`config.mk`:
```
export PLATFORM = sky130hd
export DESIGN_NAME = thm_mem
export DESIGN_NICKNAME = d
export VERILOG_FILES = /design/src/hw/rtl/thm_pkg.sv /design/src/hw/rtl/thm_mem.sv
export SDC_FILE = /design/constraint.sdc
export NUM_CORES = 2
export LEC_CHECK = 0
export BUFFER_PORTS_ARGS = -buffer_cell sky130_fd_sc_hd__buf_4
export CELL_PAD_IN_SITES_DETAIL_PLACEMENT = 0
export CELL_PAD_IN_SITES_GLOBAL_PLACEMENT = 2
export CORE_MARGIN = 3
export CORE_UTILIZATION = 51
export DETAILED_ROUTE_END_ITERATION = 10
export PLACE_DENSITY = 0.86
export SYNTH_ARGS = -nofsm -noshare
export SYNTH_HDL_FRONTEND = slang
export SYNTH_SLANG_ARGS = --single-unit
export TNS_END_PERCENT = 1
```
`constraint.sdc`:
```
create_clock -name i_clk -period 6.7 [get_ports i_clk]
set_clock_uncertainty 0.15 [all_clocks]
set_input_delay 0.67 -clock i_clk [delete_from_list [all_inputs] [get_ports i_clk]]
set_output_delay 0.67 -clock i_clk [all_outputs]
set_load 0.01 [all_outputs]
```
`src/hw/rtl/thm_pkg.sv`:
```
// thm_pkg: shared widths, codes and types for the timer min-heap.
// Used by thm_mem, thm_seq and timer_min_heap.
`timescale 1ns / 1ps

package thm_pkg;

    localparam int TIME_W       = 48;
    localparam int DELAY_W      = 31;
    localparam int HANDLE_W     = 16;
    localparam int POS_W        = 6;
    localparam int MODE_W       = 2;
    localparam int STATUS_W     = 2;
    localparam int CAPACITY_DEF = 64;

    typedef enum logic [MODE_W-1:0] {
        MODE_ADD    = 2'd0,
        MODE_POP    = 2'd1,
        MODE_REMOVE = 2'd2,
        MODE_IGNORE = 2'd3
    } t_mode;

    typedef enum logic [STATUS_W-1:0] {
        STAT_OK    = 2'd0,
        STAT_EMPTY = 2'd1,
        STAT_FULL  = 2'd2,
        STAT_RANGE = 2'd3
    } t_status;

    typedef enum logic [3:0] {
        S_IDLE,
        S_DECODE,
        S_UP_RD,
        S_UP_CMP,
        S_PUT,
        S_TAKE_RD,
        S_TAKE_EVAL,
        S_DN_RD,
        S_DN_CMP,
        S_HEAD_RD,
        S_HEAD_EVAL,
        S_DONE
    } t_state;

    typedef struct packed {
        logic [TIME_W-1:0]   expiry;
        logic [HANDLE_W-1:0] handle;
    } t_entry;

    typedef struct packed {
        t_status             status;
        logic [HANDLE_W-1:0] handle_out;
        logic                has_next;
        logic [TIME_W-1:0]   next_delay;
    } t_result;

endpackage

```
`src/hw/rtl/thm_mem.sv`:
```
// thm_mem: heap storage, one write port and two registered read ports.
// Depends on thm_pkg for the entry type.
`timescale 1ns / 1ps

module thm_mem #(
    parameter int DEPTH = thm_pkg::CAPACITY_DEF,
    parameter int AW    = $clog2(DEPTH)
) (
    input  logic              i_clk,
    input  logic              i_wr_en,
    input  logic [AW-1:0]     i_wr_addr,
    input  thm_pkg::t_entry   i_wr_data,
    input  logic [AW-1:0]     i_rd_a_addr,
    input  logic [AW-1:0]     i_rd_b_addr,
    output thm_pkg::t_entry   o_rd_a_data,
    output thm_pkg::t_entry   o_rd_b_data
);

    thm_pkg::t_entry r_mem [DEPTH];
    thm_pkg::t_entry r_rd_a;
    thm_pkg::t_entry r_rd_b;

    always_ff @(posedge i_clk) begin
        if (i_wr_en) begin
            r_mem[i_wr_addr] <= i_wr_data;
        end
        r_rd_a <= r_mem[i_rd_a_addr];
        r_rd_b <= r_mem[i_rd_b_addr];
    end

    assign o_rd_a_data = r_rd_a;
    assign o_rd_b_data = r_rd_b;

endmodule

```
**Word level (Yosys, flattened, before mapping)**

Memories as Yosys holds them, arrays and structs flattened. A register that Yosys moved wholly into a read port is not among the register bits.
Cells that the tools add are included.

- Add/sub/neg operators: 0
- Multiply operators: 0
- Divide/modulo/power cells: 0
- Magnitude comparators: 0
- Equal/unequal tests: 0
- Shift-type cells: 0
- Multiplexer cells: 2
- Bitwise gates (word level): 0
- Reductions and logical operators: 0

Operator list:

| cell | count |
|---|---|
| $mux 1 | 2 |

- Bits in registers: 0
- Latch bits: 0
- RAM bits: 4096
- Bits in read-only memories: 0
- Output and inout bits: 128
- Word-level logic and storage cells: 3
- Memories kept: 1

Memories:

| memory | words | width | rd ports | clocked after memory_dff | wr ports | RTL line | RTL |
|---|---|---|---|---|---|---|---|
| r_mem | 64 | 64 | 2 | 2 | 1 | thm_mem.sv:19 | `thm_pkg::t_entry r_mem [DEPTH];` |

**Logic depth before layout (Yosys ltp)**

- Word-level depth: 2
- Gate-level depth with buffers: 9
- Gate-level depth less buffers: 5

**Least setup slack after synthesis**

Ideal clock, no wire load.

- Path kind: input -> register
- From: in i_wr_addr[3]
- To: mem r_mem[48][0] (netlist name), enable pin
- Library setup time: 0.564 ns
- Arrival time: 5.516 ns
- Required time: 5.986 ns
- Slack: 0.470 ns
- Cell stages on the path: 4
- Cells stage by stage: clkbuf_1 nor2b_1 nand4b_1 nor3_1

RTL lines:

| what | RTL line | RTL |
|---|---|---|
| from (decl) | thm_mem.sv:11 | `input logic [AW-1:0] i_wr_addr,` |
| to (decl) | thm_mem.sv:19 |  |

No word-level cell before the write port.

==> impl_metrics.py <==
metrics = {
    "status": {
        "status": "finished with violations",
        "violations": "max-capacitance violations, max-slew violations",
    },
    "clock_tree": {
        "cts_tree": "yes",
        "cts_made_buffers": 434,
        "cts_max_level": 5,
        "clk_path_buf_depth": 4,
        "cts-resized-gates": 0,
        "path_clk_slew_ns": 0.07,
        "cts_root_buf": "clkbuf_16",
        "cts_sinks": 4224,
        "clock_latency_ns": 1.02,
    },
    "timing": {
        "tns_ns": 0,
        "period_needed_ns": 3.624,
        "drv_slew": 1,
        "rsz0062_at_grt": "no",
        "clock.fmax_mhz": 276.0,
        "hold_viol": 0,
        "setup_viol": 0,
        "tightestPinTransition_ns": 1.496,
        "slew_headroom": -0.001145,
        "fin_ws_ns": 3.076,
        "finalCritPeriodShare": 0.5408,
    },
    "logic_synthesis": {
        "ys_seq_area_frac": 0.6685,
        "synth_area_um2": 187800,
        "synth_nets": 8925,
        "syn_inst": 8841,
        "ys_seq_elements": 4224,
        "synth.avg_cell_area_um2": 21.24,
        "synth-main-ff-cell": "edfxtp_1",
        "async_flop_share": 0,
        "synth_edf_count": 4096,
        "ys_types": 42,
        "yosys_warnings": 0,
    },
    "worst_hold_path": {
        "hold_class": "in -> reg",
    },
    "power_and_ir_drop": {
        "p_leak_uw": 0.06505,
        "totalPowerFinal_uw": 59390,
        "ir_worst_vdd_mv": 0.2390,
        "internal_power_uw": 45680,
        "powerDensity_nw_per_um2": 281.8,
        "seqPwrFrac": 0.498,
        "p_sw_frac": 0.2309,
        "clkPwrFrac": 0.423,
        "p_switching_uw": 13710,
        "pwr-share-comb": 0.078,
    },
    "floorplanning": {
        "row_count": 222,
        "start_util": 0.5130,
        "io_pins": 212,
        "die_h_um": 612.8,
        "die_w_um": 612.8,
        "coreArea_um2": 366100,
        "dieArea_um2": 375600,
    },
    "place": {
        "place_ws_ns": 2.238,
        "dp_hpwl_mm": 373.1,
        "place_congestion": 0.8685,
        "place_area_um2": 195800,
        "placed_cells": 13420,
        "port_buffers": 211,
    },
    "detailed_routing": {
        "drc": 0,
        "drtPass1Iterations": 7,
        "drtIter0Drc": 21280,
        "detailroute.via_count": 112600,
        "vias_per_cell": 7.869,
        "drt.antenna.violating_nets": 0,
        "wirelength_mm": 670.8,
        "wl_per_cell_um": 46.90,
    },
    "job": {
        "cap_violations": 2,
    },
    "cells_and_area": {
        "final_nets": 9144,
        "area_growth_pct": 12.23,
        "final_cell_area_um2": 210800,
        "drive_above_1_share": 0.3525,
        "finalNonFillerCells": 14300,
    },
    "worst_setup_path": {
        "cpMostUsedCell": "buf_4",
        "slowest_delay_ns": 1.00,
        "crit_fanout": 33,
        "crit_required_ns": 7.49,
        "worstPathCellList": "buf_4 -> inv_4 -> nand3_4 -> buf_4 -> o22ai_1 -> nor4_1 -> o22a_1",
        "cp-end-kind": "register",
        "arrival_ns": 4.41,
        "critical_path_class": "in -> reg",
        "cp-start-kind": "input port",
        "critPathSlowestCell": "buf_4",
    },
    "global_route": {
        "gr-total-overflow": 0,
        "grt_pass1_vias": 111300,
        "track_usage": 0.3557,
        "antenna_found_initial": 54,
        "grt_max_degree": 129,
        "grt_pass1_wl_mm": 912.2,
    },
}
## area by class of cell
cell class                 count  area [µm²]
antenna                       50       125.1
clock buffer                 545       11620
timing repair buffer         525        5241
sequential                  4224      125600
fill                       26100      155300
multi-input combinational   3874       59120
tap                         4816        6026
inverter                       1       6.256
clock inverter               269        3069
## final timing paths
| kind | from | endpoint | slack [ns] | depth (start not counted) |
|---|---|---|---|---|
| max reg2reg | r_mem[24][57]$_DFFE_PP_ | o_rd_a_data[57]$_DFF_P_ | 4.26 | 4 |
| min | i_wr_data[13] | r_mem[18][13]$_DFFE_PP_ | 0.05 | 1 |
| min reg2reg | r_mem[36][55]$_DFFE_PP_ | o_rd_b_data[55]$_DFF_P_ | 0.73 | 4 |
| max | i_rd_b_addr[4] | o_rd_b_data[58]$_DFF_P_ | 3.08 | 7 |
## sequential cells by signal, indices dropped and copies added (netlist names)
signal       cells
r_mem         4096
o_rd_b_data     64
o_rd_a_data     64
## synth_stat cells, types with 73 or more instances
master / number / share of area
a211oi_1: 79 / 0.0032
a21oi_1: 128 / 0.0034
a221oi_1: 134 / 0.0062
a22o_1: 136 / 0.0063
buf_2: 242 / 0.0064
buf_4: 140 / 0.0056
clkbuf_1: 296 / 0.0059
dfxtp_1: 128 / 0.014
edfxtp_1: 4096 / 0.65
mux2i_1: 177 / 0.0094
mux4_2: 2016 / 0.24
nor2_1: 164 / 0.0033
o221ai_1: 73 / 0.0034
o22ai_1: 533 / 0.018
## per-layer routing
metal	wire [µm]	global-route usage	up-vias
met5	66	0.0005166	-
met4	50170	0.2319	10
met3	100800	0.1147	2106
met2	301400	0.5214	10600
met1	218400	0.4598	59690
li1	-	-	40150
## cells by family (layout without fill, tap and decap cells)
group / after synthesis / in the layout / share of synthesized area
other: 0 / 50 / 0
and+or+nand+nor: 418 / 418 / 0.01080
DFF: 4224 / 4224 / 0.6685
AOI/OAI and AO/OA: 1247 / 1247 / 0.04804
muxes: 2209 / 2209 / 0.2521
buffers and inverters: 743 / 1340 / 0.02048
## critical path, delay by kind of cell
family / cells / cell delay (ns)
simple gates: 2 / 1.24
compound gates: 2 / 0.44
buf+inv: 3 / 1.88
## cell usage in the layout (no fill, tap or decap), drive strengths merged, types with 5 or more instances in the layout
master       Yosys  layout
nand2b          18      18
a32oi            5       5
mux4          2016    2016
a22oi           37      37
nor3            63      63
nand3           18      18
nand4            8       8
diode            0      50
mux2i          177     177
clkbuf         297     545
bufinv           0      59
o22a            51      51
nand3b           5       5
a211oi          79      79
o221ai          73      73
buf            445     508
dfxtp          128     128
clkinv           0     178
a21oi          128     128
a22o           136     136
nand2           39      39
a2111oi         12      12
or2              6       6
nor2b           30      30
clkinvlp         0      17
a311oi          13      13
edfxtp        4096    4096
a31oi           14      14
mux2            16      16
o22ai          533     533
inv              1      16
dlygate4sd3      0      17
nor2           164     164
o21ai            8       8
o211a            5       5
nor4            55      55
a221oi         153     153
## repair_timing
action / CTS / global route
hold endpoints to repair: 321 / 0
buffers inserted: 0 / 0
hold buffers: 17 / 0
## power by group through the flow
stage	Combinational (µW)	Clock, µW	Sequential (µW)
3_3_place_gp	4510	0	30100
6_report	4660	25100	29600
2_1_floorplan	2650	0	30000
5_1_grt	4820	26300	29600
3_5_place_dp	4570	0	30200
4_1_cts	4600	25200	29600
## metrics by stage
| stage | hold WS, ns | util |
|---|---|---|
| after global routing | 0.06299 | 0.5756 |
| after CTS | 0.0002202 | 0.5754 |
| after global placement | 0.6771 | 0.5348 |
| final | 0.04950 | 0.5757 |
| after detailed placement | 0.7057 | 0.5348 |
| after floorplan | 0.6189 | - |
Power figures use the tool's default switching activity.
