<file path="config.mk">
export PLATFORM = sky130hd
export DESIGN_NAME = thm_seq
export DESIGN_NICKNAME = d
export VERILOG_FILES = /design/src/hw/rtl/thm_pkg.sv /design/src/hw/rtl/thm_seq.sv
export SDC_FILE = /design/constraint.sdc
export NUM_CORES = 1
export LEC_CHECK = 0
export BUFFER_PORTS_ARGS = -buffer_cell sky130_fd_sc_hd__buf_2
export CAP_MARGIN = 20
export CELL_PAD_IN_SITES_DETAIL_PLACEMENT = 1
export CELL_PAD_IN_SITES_GLOBAL_PLACEMENT = 1
export CORE_ASPECT_RATIO = 1.75
export CORE_MARGIN = 1.5
export CORE_UTILIZATION = 25
export DETAILED_ROUTE_END_ITERATION = 6
export PLACE_DENSITY_LB_ADDON = 0.1
export SLEW_MARGIN = 15
export SYNTH_ARGS = -nofsm -noshare
export SYNTH_HDL_FRONTEND = slang
export SYNTH_SLANG_ARGS = --single-unit
</file>
<file path="constraint.sdc">
create_clock -name i_clk -period 12.95 [get_ports i_clk]
set_input_delay 0 -clock i_clk [delete_from_list [all_inputs] [get_ports i_clk]]
set_output_delay 0 -clock i_clk [all_outputs]
set_load 0.1 [all_outputs]
</file>
<file path="src/hw/rtl/thm_pkg.sv">
// thm_pkg: shared widths, codes and types for the timer min-heap.
// Used by thm_mem, thm_seq and timer_min_heap.
`timescale 1ns / 1ps

package thm_pkg;

    localparam int TIME_W       = 48;
    localparam int DELAY_W      = 31;
    localparam int HANDLE_W     = 16;
    localparam int POS_W        = 6;
    localparam int MODE_W       = 2;
    localparam int STATUS_W     = 2;
    localparam int CAPACITY_DEF = 64;

    typedef enum logic [MODE_W-1:0] {
        MODE_ADD    = 2'd0,
        MODE_POP    = 2'd1,
        MODE_REMOVE = 2'd2,
        MODE_IGNORE = 2'd3
    } t_mode;

    typedef enum logic [STATUS_W-1:0] {
        STAT_OK    = 2'd0,
        STAT_EMPTY = 2'd1,
        STAT_FULL  = 2'd2,
        STAT_RANGE = 2'd3
    } t_status;

    typedef enum logic [3:0] {
        S_IDLE,
        S_DECODE,
        S_UP_RD,
        S_UP_CMP,
        S_PUT,
        S_TAKE_RD,
        S_TAKE_EVAL,
        S_DN_RD,
        S_DN_CMP,
        S_HEAD_RD,
        S_HEAD_EVAL,
        S_DONE
    } t_state;

    typedef struct packed {
        logic [TIME_W-1:0]   expiry;
        logic [HANDLE_W-1:0] handle;
    } t_entry;

    typedef struct packed {
        t_status             status;
        logic [HANDLE_W-1:0] handle_out;
        logic                has_next;
        logic [TIME_W-1:0]   next_delay;
    } t_result;

endpackage

</file>
<file path="src/hw/rtl/thm_seq.sv">
// thm_seq: sequencer for add / pop / remove with sift-up and sift-down,
// one memory level per read state and compare state. Depends on thm_pkg, drives thm_mem.
`timescale 1ns / 1ps

module thm_seq #(
    parameter int CAPACITY = thm_pkg::CAPACITY_DEF,
    parameter int AW       = $clog2(CAPACITY),
    parameter int CW       = $clog2(CAPACITY + 1)
) (
    input  logic                          i_clk,
    input  logic                          i_rst_n,
    input  logic                          i_in_valid,
    output logic                          o_in_ready,
    input  logic [thm_pkg::MODE_W-1:0]    i_mode,
    input  logic [thm_pkg::TIME_W-1:0]    i_now_time,
    input  logic [thm_pkg::DELAY_W-1:0]   i_delay,
    input  logic [thm_pkg::HANDLE_W-1:0]  i_handle_in,
    input  logic [thm_pkg::POS_W-1:0]     i_position,
    output logic                          o_res_valid,
    input  logic                          i_res_ready,
    output thm_pkg::t_result              o_res,
    output logic [CW-1:0]                 o_entry_count,
    output logic                          o_wr_en,
    output logic [AW-1:0]                 o_wr_addr,
    output thm_pkg::t_entry               o_wr_data,
    output logic [AW-1:0]                 o_rd_a_addr,
    output logic [AW-1:0]                 o_rd_b_addr,
    input  thm_pkg::t_entry               i_rd_a_data,
    input  thm_pkg::t_entry               i_rd_b_data
);

    localparam int KW  = AW + 2;
    localparam int PCW = (CW > thm_pkg::POS_W) ? CW : thm_pkg::POS_W;
    localparam logic [CW-1:0] CAP_C = CW'(CAPACITY);

    thm_pkg::t_state  r_state, n_state;
    thm_pkg::t_mode   r_mode;
    thm_pkg::t_status r_status, n_status;
    logic [thm_pkg::TIME_W-1:0]   r_now;
    logic [thm_pkg::DELAY_W-1:0]  r_delay;
    logic [thm_pkg::HANDLE_W-1:0] r_hin;
    logic [thm_pkg::POS_W-1:0]    r_pos;
    logic [thm_pkg::TIME_W-1:0]   r_key, n_key;
    logic [thm_pkg::HANDLE_W-1:0] r_hnd, n_hnd;
    logic [thm_pkg::HANDLE_W-1:0] r_hout, n_hout;
    logic [AW-1:0]                r_slot, n_slot;
    logic [CW-1:0]                r_size, n_size;
    logic [thm_pkg::TIME_W-1:0]   r_next, n_next;

    logic                         accept;
    logic [AW-1:0]                parent;
    logic [KW-1:0]                kid;
    logic [KW-1:0]                size_k;
    logic [CW-1:0]                last;
    logic                         kid_over;
    logic                         pick_left;
    thm_pkg::t_entry              child;
    logic [AW-1:0]                child_idx;
    logic                         up_move;
    logic                         dn_move;
    logic                         slot_is_last;
    logic                         take_up;
    logic                         pos_bad;
    logic [thm_pkg::TIME_W:0]     sum;
    logic [thm_pkg::TIME_W-1:0]   expiry_sat;
    thm_pkg::t_entry              key_entry;

    assign accept     = i_in_valid && (r_state == thm_pkg::S_IDLE);
    assign o_in_ready = (r_state == thm_pkg::S_IDLE);

    // heap index arithmetic; parent of slot 0 wraps but is never used
    assign parent    = AW'((r_slot - AW'(1)) >> 1);
    assign kid       = (KW'(r_slot) + KW'(1)) << 1;
    assign size_k    = KW'(r_size);
    assign last      = r_size - CW'(1);
    assign kid_over  = kid > size_k;
    assign pick_left = (kid == size_k) || (i_rd_b_data.expiry > i_rd_a_data.expiry);
    assign child     = pick_left ? i_rd_a_data : i_rd_b_data;
    assign child_idx = pick_left ? AW'(kid - KW'(1)) : AW'(kid);
    assign up_move   = r_key < i_rd_a_data.expiry;
    assign dn_move   = r_key > child.expiry;
    assign slot_is_last = KW'(r_slot) == KW'(last);
    assign take_up   = (r_slot != '0) && (i_rd_a_data.expiry < i_rd_b_data.expiry);
    assign pos_bad   = PCW'(r_pos) >= PCW'(r_size);
    assign key_entry = '{expiry: r_key, handle: r_hnd};

    always_comb begin
        sum        = {1'b0, r_now} + (thm_pkg::TIME_W + 1)'(r_delay);
        expiry_sat = sum[thm_pkg::TIME_W] ? '1 : sum[thm_pkg::TIME_W-1:0];
    end

    // next state
    always_comb begin
        n_state = r_state;
        case (r_state)
            thm_pkg::S_IDLE: begin
                if (accept) n_state = thm_pkg::S_DECODE;
            end
            thm_pkg::S_DECODE: begin
                case (r_mode)
                    thm_pkg::MODE_ADD: begin
                        if (r_size >= CAP_C)      n_state = thm_pkg::S_HEAD_RD;
                        else if (r_size == '0)    n_state = thm_pkg::S_PUT;
                        else                      n_state = thm_pkg::S_UP_RD;
                    end
                    thm_pkg::MODE_POP: begin
                        if (r_size == '0) n_state = thm_pkg::S_HEAD_RD;
                        else              n_state = thm_pkg::S_TAKE_RD;
                    end
                    thm_pkg::MODE_REMOVE: begin
                        if (r_size == '0 || pos_bad) n_state = thm_pkg::S_HEAD_RD;
                        else                         n_state = thm_pkg::S_TAKE_RD;
                    end
                    default: n_state = thm_pkg::S_HEAD_RD;
                endcase
            end
            thm_pkg::S_UP_RD:  n_state = thm_pkg::S_UP_CMP;
            thm_pkg::S_UP_CMP: begin
                if (!up_move)         n_state = thm_pkg::S_HEAD_RD;
                else if (parent == '0) n_state = thm_pkg::S_PUT;
                else                  n_state = thm_pkg::S_UP_RD;
            end
            thm_pkg::S_PUT:     n_state = thm_pkg::S_HEAD_RD;
            thm_pkg::S_TAKE_RD: n_state = thm_pkg::S_TAKE_EVAL;
            thm_pkg::S_TAKE_EVAL: begin
                if (slot_is_last) n_state = thm_pkg::S_HEAD_RD;
                else if (take_up) n_state = thm_pkg::S_UP_RD;
                else              n_state = thm_pkg::S_DN_RD;
            end
            thm_pkg::S_DN_RD: begin
                if (kid_over) n_state = thm_pkg::S_PUT;
                else          n_state = thm_pkg::S_DN_CMP;
            end
            thm_pkg::S_DN_CMP: begin
                if (dn_move) n_state = thm_pkg::S_DN_RD;
                else         n_state = thm_pkg::S_HEAD_RD;
            end
            thm_pkg::S_HEAD_RD: begin
                if (r_size == '0) n_state = thm_pkg::S_DONE;
                else              n_state = thm_pkg::S_HEAD_EVAL;
            end
            thm_pkg::S_HEAD_EVAL: n_state = thm_pkg::S_DONE;
            thm_pkg::S_DONE: begin
                if (i_res_ready) n_state = thm_pkg::S_IDLE;
            end
            default: n_state = thm_pkg::S_IDLE;
        endcase
    end

    // memory control; reads and writes never share a cycle
    always_comb begin
        o_wr_en     = 1'b0;
        o_wr_addr   = r_slot;
        o_wr_data   = key_entry;
        o_rd_a_addr = parent;
        o_rd_b_addr = '0;
        o_res_valid = 1'b0;
        case (r_state)
            thm_pkg::S_UP_CMP: begin
                o_wr_en   = 1'b1;
                o_wr_data = up_move ? i_rd_a_data : key_entry;
            end
            thm_pkg::S_PUT: o_wr_en = 1'b1;
            thm_pkg::S_TAKE_RD: begin
                o_rd_a_addr = AW'(last);
                o_rd_b_addr = (r_mode == thm_pkg::MODE_POP) ? '0 : parent;
            end
            thm_pkg::S_DN_RD: begin
                o_rd_a_addr = AW'(kid - KW'(1));
                o_rd_b_addr = AW'(kid);
            end
            thm_pkg::S_DN_CMP: begin
                o_wr_en   = 1'b1;
                o_wr_data = dn_move ? child : key_entry;
            end
            thm_pkg::S_HEAD_RD: o_rd_a_addr = '0;
            thm_pkg::S_DONE:    o_res_valid = 1'b1;
            default: ;
        endcase
    end

    // datapath next values
    always_comb begin
        n_status = r_status;
        n_key    = r_key;
        n_hnd    = r_hnd;
        n_hout   = r_hout;
        n_slot   = r_slot;
        n_size   = r_size;
        n_next   = r_next;
        case (r_state)
            thm_pkg::S_IDLE: begin
                if (accept) begin
                    n_status = thm_pkg::STAT_OK;
                    n_hout   = '0;
                end
            end
            thm_pkg::S_DECODE: begin
                case (r_mode)
                    thm_pkg::MODE_ADD: begin
                        if (r_size >= CAP_C) begin
                            n_status = thm_pkg::STAT_FULL;
                        end else begin
                            n_key  = expiry_sat;
                            n_hnd  = r_hin;
                            n_slot = AW'(r_size);
                            n_size = r_size + CW'(1);
                        end
                    end
                    thm_pkg::MODE_POP: begin
                        if (r_size == '0) n_status = thm_pkg::STAT_EMPTY;
                        else              n_slot   = '0;
                    end
                    thm_pkg::MODE_REMOVE: begin
                        if (r_size == '0) n_status = thm_pkg::STAT_EMPTY;
                        else if (pos_bad) n_status = thm_pkg::STAT_RANGE;
                        else              n_slot   = AW'(r_pos);
                    end
                    default: ;
                endcase
            end
            thm_pkg::S_UP_CMP: begin
                if (up_move) n_slot = parent;
            end
            thm_pkg::S_TAKE_EVAL: begin
                n_key  = i_rd_a_data.expiry;
                n_hnd  = i_rd_a_data.handle;
                n_size = last;
                if (r_mode == thm_pkg::MODE_POP) n_hout = i_rd_b_data.handle;
            end
            thm_pkg::S_DN_CMP: begin
                if (dn_move) n_slot = child_idx;
            end
            thm_pkg::S_HEAD_RD: begin
                if (r_size == '0) n_next = '0;
            end
            thm_pkg::S_HEAD_EVAL: begin
                n_next = (i_rd_a_data.expiry > r_now) ? (i_rd_a_data.expiry - r_now)
                                                     : thm_pkg::TIME_W'(1);
            end
            default: ;
        endcase
    end

    always_ff @(posedge i_clk) begin
        if (!i_rst_n) begin
            r_state <= thm_pkg::S_IDLE;
            r_size  <= '0;
        end else begin
            r_state <= n_state;
            r_size  <= n_size;
        end
    end

    always_ff @(posedge i_clk) begin
        if (accept) begin
            r_mode  <= thm_pkg::t_mode'(i_mode);
            r_now   <= i_now_time;
            r_delay <= i_delay;
            r_hin   <= i_handle_in;
            r_pos   <= i_position;
        end
        r_status <= n_status;
        r_key    <= n_key;
        r_hnd    <= n_hnd;
        r_hout   <= n_hout;
        r_slot   <= n_slot;
        r_next   <= n_next;
    end

    assign o_res = '{status:     r_status,
                     handle_out: r_hout,
                     has_next:   (r_size != '0),
                     next_delay: r_next};
    assign o_entry_count = r_size;

endmodule
</file>
# After elaboration in Yosys (flattened, before gate mapping)
# Cells that the tools add are included.
classes:
  eq_ne: 31
  n_mux: 56
  n_addsub: 7
  n_shift: 0
  div_mod_pow: 0
  n_mul: 0
  n_reduce_logical: 22
  bitwise: 0
  order_cmp: 8
op_table:
  columns: ["operator", "count"]
  rows:
  - ["48-bit two-way mux", 5]
  - ["64-bit two-way mux", 3]
  - ["48-bit one-hot mux with 2 select lines", 2]
  - ["48-bit > comparator", 3]
  - ["64-bit one-hot mux with 2 select lines", 1]
  - ["48-bit less-than comparator", 2]
  - ["16-bit two-way mux", 4]
  - ["16-bit one-hot mux with 2 select lines", 2]
  - ["6-bit one-hot mux with 3 select lines", 3]
  - ["48-bit by 31-bit adder with 49-bit output", 1]
  - ["4-bit one-hot mux with 12 select lines", 1]
  - ["48-bit subtractor", 1]
  - ["6-bit two-way mux", 7]
  - ["4-bit two-way mux", 9]
  - ["3-bit != test, second input constant", 6]
  - ["4-bit by 3-bit equality test with 1-bit output, second input constant", 4]
  - ["4-bit equality test, second input constant", 4]
  - ["7-bit two-way mux", 2]
  - ["7-bit one-hot mux with 2 select lines", 1]
  - ["2-bit != test, second input constant", 6]
  - ["4-bit one-hot mux with 3 select lines", 1]
  - ["6-bit one-hot mux with 2 select lines", 1]
  - ["6-bit by 1-bit subtractor with 6-bit output, second input constant", 2]
  - ["2-bit two-way mux", 5]
  - ["35 further kinds", 48]
totals:
  regBits: 250
  mem_bits_rw: 0
  mem_count: 0
  rom_bits: 0
  latchBits: 0
  inputBits: 235
  word_cells: 137

# Longest topological paths before layout
# Gate-level depths: netlist of run 1.
depth:
  word_depth: 7
  depth_mapped: 26
  ltp_nobuf: 22

# Worst setup path before layout of run 1
# Ideal clock, no wire load.
synth_path:
  path_type: "register to register"
  from: "register r_state[2]"
  to: "register r_hout[0] (netlist name), enable pin"
  path_slack_ns: 5.859
  arrival_ns: 6.722
  stages_incl_launch_ff: 5
  period_less_slack_ns: 7.091
  path_buffers: 1
  cell_sequence: "dfxtp_1 clkbuf_1 nor4_1 and2_1 a21o_1"
synth_between:
  elab_chain_cells: 4
synth_lines:
  columns: ["element", "line", "text"]
  rows:
  - ["start, declared", "thm_seq.sv:36", "thm_pkg::t_state r_state, n_state;"]
  - ["start signal, assigned", "thm_seq.sv:247", "r_state <= thm_pkg::S_IDLE;"]
  - ["start signal, assigned", "thm_seq.sv:250", "r_state <= n_state;"]
  - ["4-bit zero test", null, null]
  - ["named net o_in_ready", "thm_seq.sv:13", "output logic o_in_ready,"]
  - ["1-bit logical AND", "thm_seq.sv:68", "assign accept = i_in_valid && (r_state == thm_pkg::S_IDLE);"]
  - ["named net accept", "thm_seq.sv:50", "logic accept;"]
  - ["2-bit by 1-bit != test with 1-bit output (no source line)", null, null]
  - ["3-bit AND reduction (no source line)", null, null]
  - ["end signal, assigned", "thm_seq.sv:266", "r_hout <= n_hout;"]
  - ["end, declared", "thm_seq.sv:45", "logic [thm_pkg::HANDLE_W-1:0] r_hout, n_hout;"]
# The timed path passes the listed nets, and every way through them passes these cells.
# A chain may end at the register's enable or synchronous reset.

==> flow_summary.yaml, run 1 <==
outcome:
  status: "finished clean"
detailed_routing:
  vias: 18872
  drc: 0
  viasPerCell: 4.938
  drt_first_pass_iters: 5
  wl_mm: 88.73
  ant_nets: 0
  wl_per_cell_um: 23.22
  drt_iter0_markers: 772
timing:
  slew_violations: 0
  fin_tns_setup_ns: 0
  final_hold_viol_count: 0
  max_slew_margin: 0.2436
  fin_crit_sh: 0.6387
  finalClockSkew_ns: 0.02800
  worst_pin_slew_ns: 1.126
  setup_viol: 0
  rsz0062_at_grt: "no"
  max_freq_mhz: 120.9
  layout_min_cycle_time_ns: 8.271
  layout_setup_ws_ns: 4.679
cells_and_area:
  drive_above_1_share: 0.1773
  final_cells: 3822
  final_common_cell: "buf_2"
  fin_nets: 3244
  layout_common_cells: "buf_2 (393), nand2_1 (285), ha_1 (243)"
  area_delta_synth_final_pct: 29.38
  diodes: 0
  post-route-cell-area_um2: 25810
clock_tree:
  clk_path_buf_depth: 3
  post_cts_buffers: 0
  cts_sinks: 250
  worstSkewPairLatency_ns: 0.62
  cts_tree: "yes"
  cts_hold_buf: 188
  cts-resized-gates: 0
  cts-root-buf: "clkbuf_16"
  numCtsBuffers: 29
  htree_levels: 1
  clk_pin_slew_ns: 0.07
power:
  switching_share: 0.5528
  p_seq_frac: 0.228
  power_uw: 5936
  leakage_uw: 0.01148
  power_density_nw_per_um2: 229.9
  pwr-share-clk: 0.151
  p_comb_frac: 0.621
  max-vdd-ir-drop_v: 0.0002866
  p_sw_uw: 3281
  cellInternalPower_uw: 2654
global_route:
  grt_pass1_wl_mm: 129.9
  antenna_found_initial: 0
  grt_remaining_overflow: 0
  grt_pass1_vias: 20401
  grt_util_all_layers: 0.2125
  grt_max_degree: 64
synthesis:
  async_reset_ff_frac: 0
  ys_types: 79
  synth-edff-count: 239
  synth_cells: 2237
  ys_seq_area_frac: 0.3708
  synth_nets: 2717
  yosysWarningCount: 0
  synth_ff_type: "edfxtp_1"
  netlist_area_um2: 19950
  synth-seq-cells: 250
  syn_avg_cell_area_um2: 8.919
place:
  place.gp.congestion: 0.8894
  place_inst: 3580
  place_area_um2: 22940
  portBuffers: 393
  pre_cts_ws_ns: 5.112
  dp_hpwl_mm: 70.72
floorplan:
  fp.dieH_um: 376.7
  core_area_um2: 78790
  io_pins: 394
  die_w_um: 216.6
  rows: 136
  dieArea_um2: 81580
  start_util: 0.2532
critical_path:
  startpoint: "o_wr_addr[0]"
  worstReg2RegEnd: "o_wr_addr[3]"
  r2r_cells: 18
  critPathArrivalTime_ns: 8.27
  crit_type: "reg2out"
  r2r-start: "o_wr_addr[0]"
  crit_path_start_kind: "flip-flop"
  end_kind: "output port"
  worstPathMaxFanout: 63
  rrSetupSlack_ns: 5.97
  worstPathRequired_ns: 12.95
min_path:
  hold_class: "in2reg"
  min_from: "i_now_time[2]"
  min_path_cells: 2
  min_to: "r_now[2]"
run:
  drv_cap: 0
==> synth_stat cells (12+ instances only) <==
master      n  area (um^2)
nor3_1     32        160.2
nand2_1   285         1070
buf_2      26        130.1
edfxtp_1  239         7177
nand4_1    32        200.2
nor2_1    218        818.3
and2_1     31        193.9
xor2_1     43        376.6
nor4_1     12        75.07
a21oi_1   173        865.8
xnor2_1    67        586.8
clkbuf_1   60        225.2
a21o_1     76        570.6
inv_1     184        690.7
a211oi_1   13        97.59
o21a_1     22        165.2
nand3_1    50        250.2
a22oi_1    78        585.6
o22ai_1    14        87.58
ha_1      243         3040
and3_1     19        118.9
nor2b_1    21        131.4
nand2b_1   17        106.4
a31oi_1    51        319.1
o21ai_0    72        360.4
==> cells by family (layout without fill, tap and decap cells) <==
logic type / after synthesis / in the layout / share of synthesized area
and+or+nand+nor: 750 / 750 / 0.1708
AOI/OAI and AO/OA: 595 / 595 / 0.1969
buffers and inverters: 285 / 835 / 0.05776
DFF: 250 / 250 / 0.3708
adders and majority gates: 245 / 245 / 0.1544
xor gates and xnor gates: 110 / 110 / 0.04829
muxes: 2 / 2 / 0.001129
==> through the flow <==
step,util,hold WS [ns]
final,0.3276,0.09189
after global routing,0.3276,0.07272
after CTS,0.3276,0.04335
after detailed placement,0.2912,0.1788
after global placement,0.2912,0.1783
after floorplan,-,0.09887
==> worst max path at each step <==
stage | endpoint | slack (ns) | cells after the start
3_5_place_dp | o_wr_data[40] | 5.11 | 25
6_report | o_wr_data[40] | 4.68 | 22
4_1_cts | o_wr_data[40] | 4.49 | 22
3_3_place_gp | o_wr_data[49] | 5.29 | 24
5_1_grt | o_wr_data[39] | 4.04 | 22
2_1_floorplan | r_hout[0] | 5.86 | 4
==> power groups by stage <==
stage,logic [uW],clock network (uW),registers [uW]
after floorplan,2460,0,1630
after detailed placement,3650,0,1370
after global placement,3620,0,1370
after CTS,3720,928,1360
after global routing,3940,946,1370
final,3680,897,1350
==> critical path, stage by stage, from the launching register on <==
cell	delay, ns
edfxtp_1	0.62
ha_1	0.32
nand3_1	0.12
xnor2_1	0.40
ha_1	0.22
nand3_1	0.09
nor3_1	0.39
nand2b_4	0.51
buf_4	0.65
a21oi_1	0.17
ha_1	0.35
nand4_1	0.12
nor3_1	0.38
nor3b_1	0.59
nand3_1	0.14
nor3_1	0.22
a21oi_1	0.13
nor2_1	0.23
a21o_2	0.52
buf_4	0.60
a22oi_1	0.23
nand2_1	0.15
buf_2	0.43
==> metal layers <==
layer	up-vias	wire length (um)	global-route usage
met5	-	0	0
met4	0	2186	0.05818
met3	95	2928	0.01870
met2	423	46960	0.4078
met1	9220	36660	0.2479
li1	9134	-	-
==> registers in the layout (all words and copies together) (netlist names) <==
name,flops
r_mode,2
r_state,4
r_hout,16
o_entry_count,7
o_wr_addr,6
r_key,48
r_hnd,16
r_now,48
r_next,48
r_delay,31
r_pos,6
r_hin,16
r_status,2
==> area by class of cell <==
type                            count  area [um^2]
Tap cell                         1035         1295
Inverter                          186        698.2
Clock inverter                     25        266.5
Fill cell                        9211        52970
Sequential cell                   250         7397
Timing Repair Buffer              595         3954
Clock buffer                       29        725.7
Multi-Input combinational cell   1702        11480
Power figures use the tool's default switching activity.
==> run 2, diff against run 1 <==
Clock period 12.95 ns to 6.9 ns, I/O delays scaled along.
==> flow_summary.yaml, run 2 (synthesis gave the netlist of run 1 again) <==
timing:
  layout_setup_ws_ns: 0.4876
  final_hold_viol_count: 0
  finalClockSkew_ns: 0.01273
  layout_min_cycle_time_ns: 6.412
  fin_crit_sh: 0.9293
  worst_pin_slew_ns: 0.9649
  rsz0062_at_grt: "no"
  max_freq_mhz: 155.9
  fin_hold_ws_ns: 0.1029
  setup_viol: 0
  max_slew_margin: 0.3512
  fin_tns_setup_ns: 0
  slew_violations: 0
min_path:
  hold_class: "in2reg"
clock_tree:
  cts_tree: "yes"
  clk_path_buf_depth: 3
  cts-root-buf: "clkbuf_16"
  htree_levels: 1
  cts_sinks: 250
  worstSkewPairLatency_ns: 0.61
  clk_pin_slew_ns: 0.06
  numCtsBuffers: 30
floorplan:
  core_area_um2: 78790
  rows: 136
  io_pins: 394
  dieArea_um2: 81580
  die_w_um: 216.6
  fp.dieH_um: 376.7
  start_util: 0.2532
detailed_routing:
  wl_per_cell_um: 23.34
  wl_met2_mm: 48.32
  wl_mm: 89.72
  highest_layer: "met5"
  drt_first_pass_iters: 5
  ant_nets: 0
  viasPerCell: 4.966
  wl_met3_mm: 2.869
  drc: 0
  drt_iter0_markers: 794
  vias: 19088
  routedLengthMet1_mm: 36.38
power:
  leakage_uw: 0.01193
  max-vdd-ir-drop_v: 0.0004716
  power_density_nw_per_um2: 438.6
  power_uw: 11850
critical_path:
  crit_type: "in2out"
  worstPathMaxFanout: 32
  critPathArrivalTime_ns: 6.41
  cp_num_buf_inv: 7
  slowest_stage: "dlygate4sd3_1"
  crit_path_start_kind: "input pin"
  cpLargestDelayFamily: "compound AO/OA/AOI/OAI gates"
  end_kind: "output port"
  crit_top_cell: "a21oi_1"
  cpPeakStageDelay_ns: 0.53
  worstPathRequired_ns: 6.90
cells_and_area:
  top_regs: "r_key (48), r_next (48), r_now (48)"
  drive_above_1_share: 0.1845
  final_util: 0.3428
  area_delta_synth_final_pct: 35.37
  final_common_cell: "buf_2"
  layout_common_cells: "buf_2 (330), nand2_1 (285), ha_1 (243)"
  fin_nets: 3264
global_route:
  antenna_found_initial: 5
  grt_pass1_wl_mm: 132.2
  grt_max_degree: 65
  grt_pass1_vias: 20804
  grt_util_all_layers: 0.2160
  grt_remaining_overflow: 0
place:
  pre_cts_ws_ns: 0.3185
  dp_hpwl_mm: 71.91
  place.gp.congestion: 0.8693
  portBuffers: 393
run:
  drv_cap: 0
outcome:
  status: "finished clean"
==> run 2: cell count changes in the layout (fill, tap and decap cells not counted), sizes merged, moves of 3 or more <==
| cell | previous run | this run |
|---|---|---|
| buf | 407 | 426 |
| bufinv | 5 | 1 |
| clkbuf | 29 | 32 |
| clkinv | 16 | 12 |
| inv | 188 | 194 |
==> run 2: stage by stage <==
step                cells  area, um^2
finish               3844       27010
global route         3844       27010
CTS                  3837       26920
detailed placement   3593       24050
global placement     3593       24050
floorplan            2237       19960
==> run 2: layout make-up <==
type	instances	area, um^2
fill	9161	51780
multi-input combinational	1702	11510
tap	1035	1295
clock buffer	32	779.5
inverter	186	698.2
antenna	1	2.502
timing repair buffer	614	5125
clock inverter	24	201.4
sequential	250	7397
==> run 2: what timing repair did <==
item                       4_1_cts  5_1_grt
resized for setup                1        4
hold endpoints to repair       196        0
buffers inserted                 0        4
pin swaps                        0        0
setup endpoints to repair        1       59
hold buffers                   188        0
cloned                           0        0
==> run 2: routing by layer <==
layer / track usage / vias to the layer above
met5: 0 / -
li1: - / 9173
met4: 0.05621 / 2
met2: 0.4202 / 425
met3: 0.02112 / 88
met1: 0.2470 / 9400
==> run 2: worst paths after layout <==
| check | start | endpoint | slack, ns | cells past startpoint |
|---|---|---|---|---|
| max | i_rd_a_data[29] | o_wr_data[4] | 0.49 | 27 |
| min | i_now_time[23] | r_now[23] | 0.10 | 2 |
| max reg2reg | o_wr_addr[1] | o_wr_addr[2] | 1.17 | 21 |
| min reg2reg | r_hin[8] | r_hnd[8] | 0.52 | 2 |
==> run 2: report_power, final <==
group	internal (uW)	switching, uW	total [uW]
Combinational	2450	5250	7700
Sequential	2220	301	2520
Clock	874	750	1620
Total	5540	6300	11800
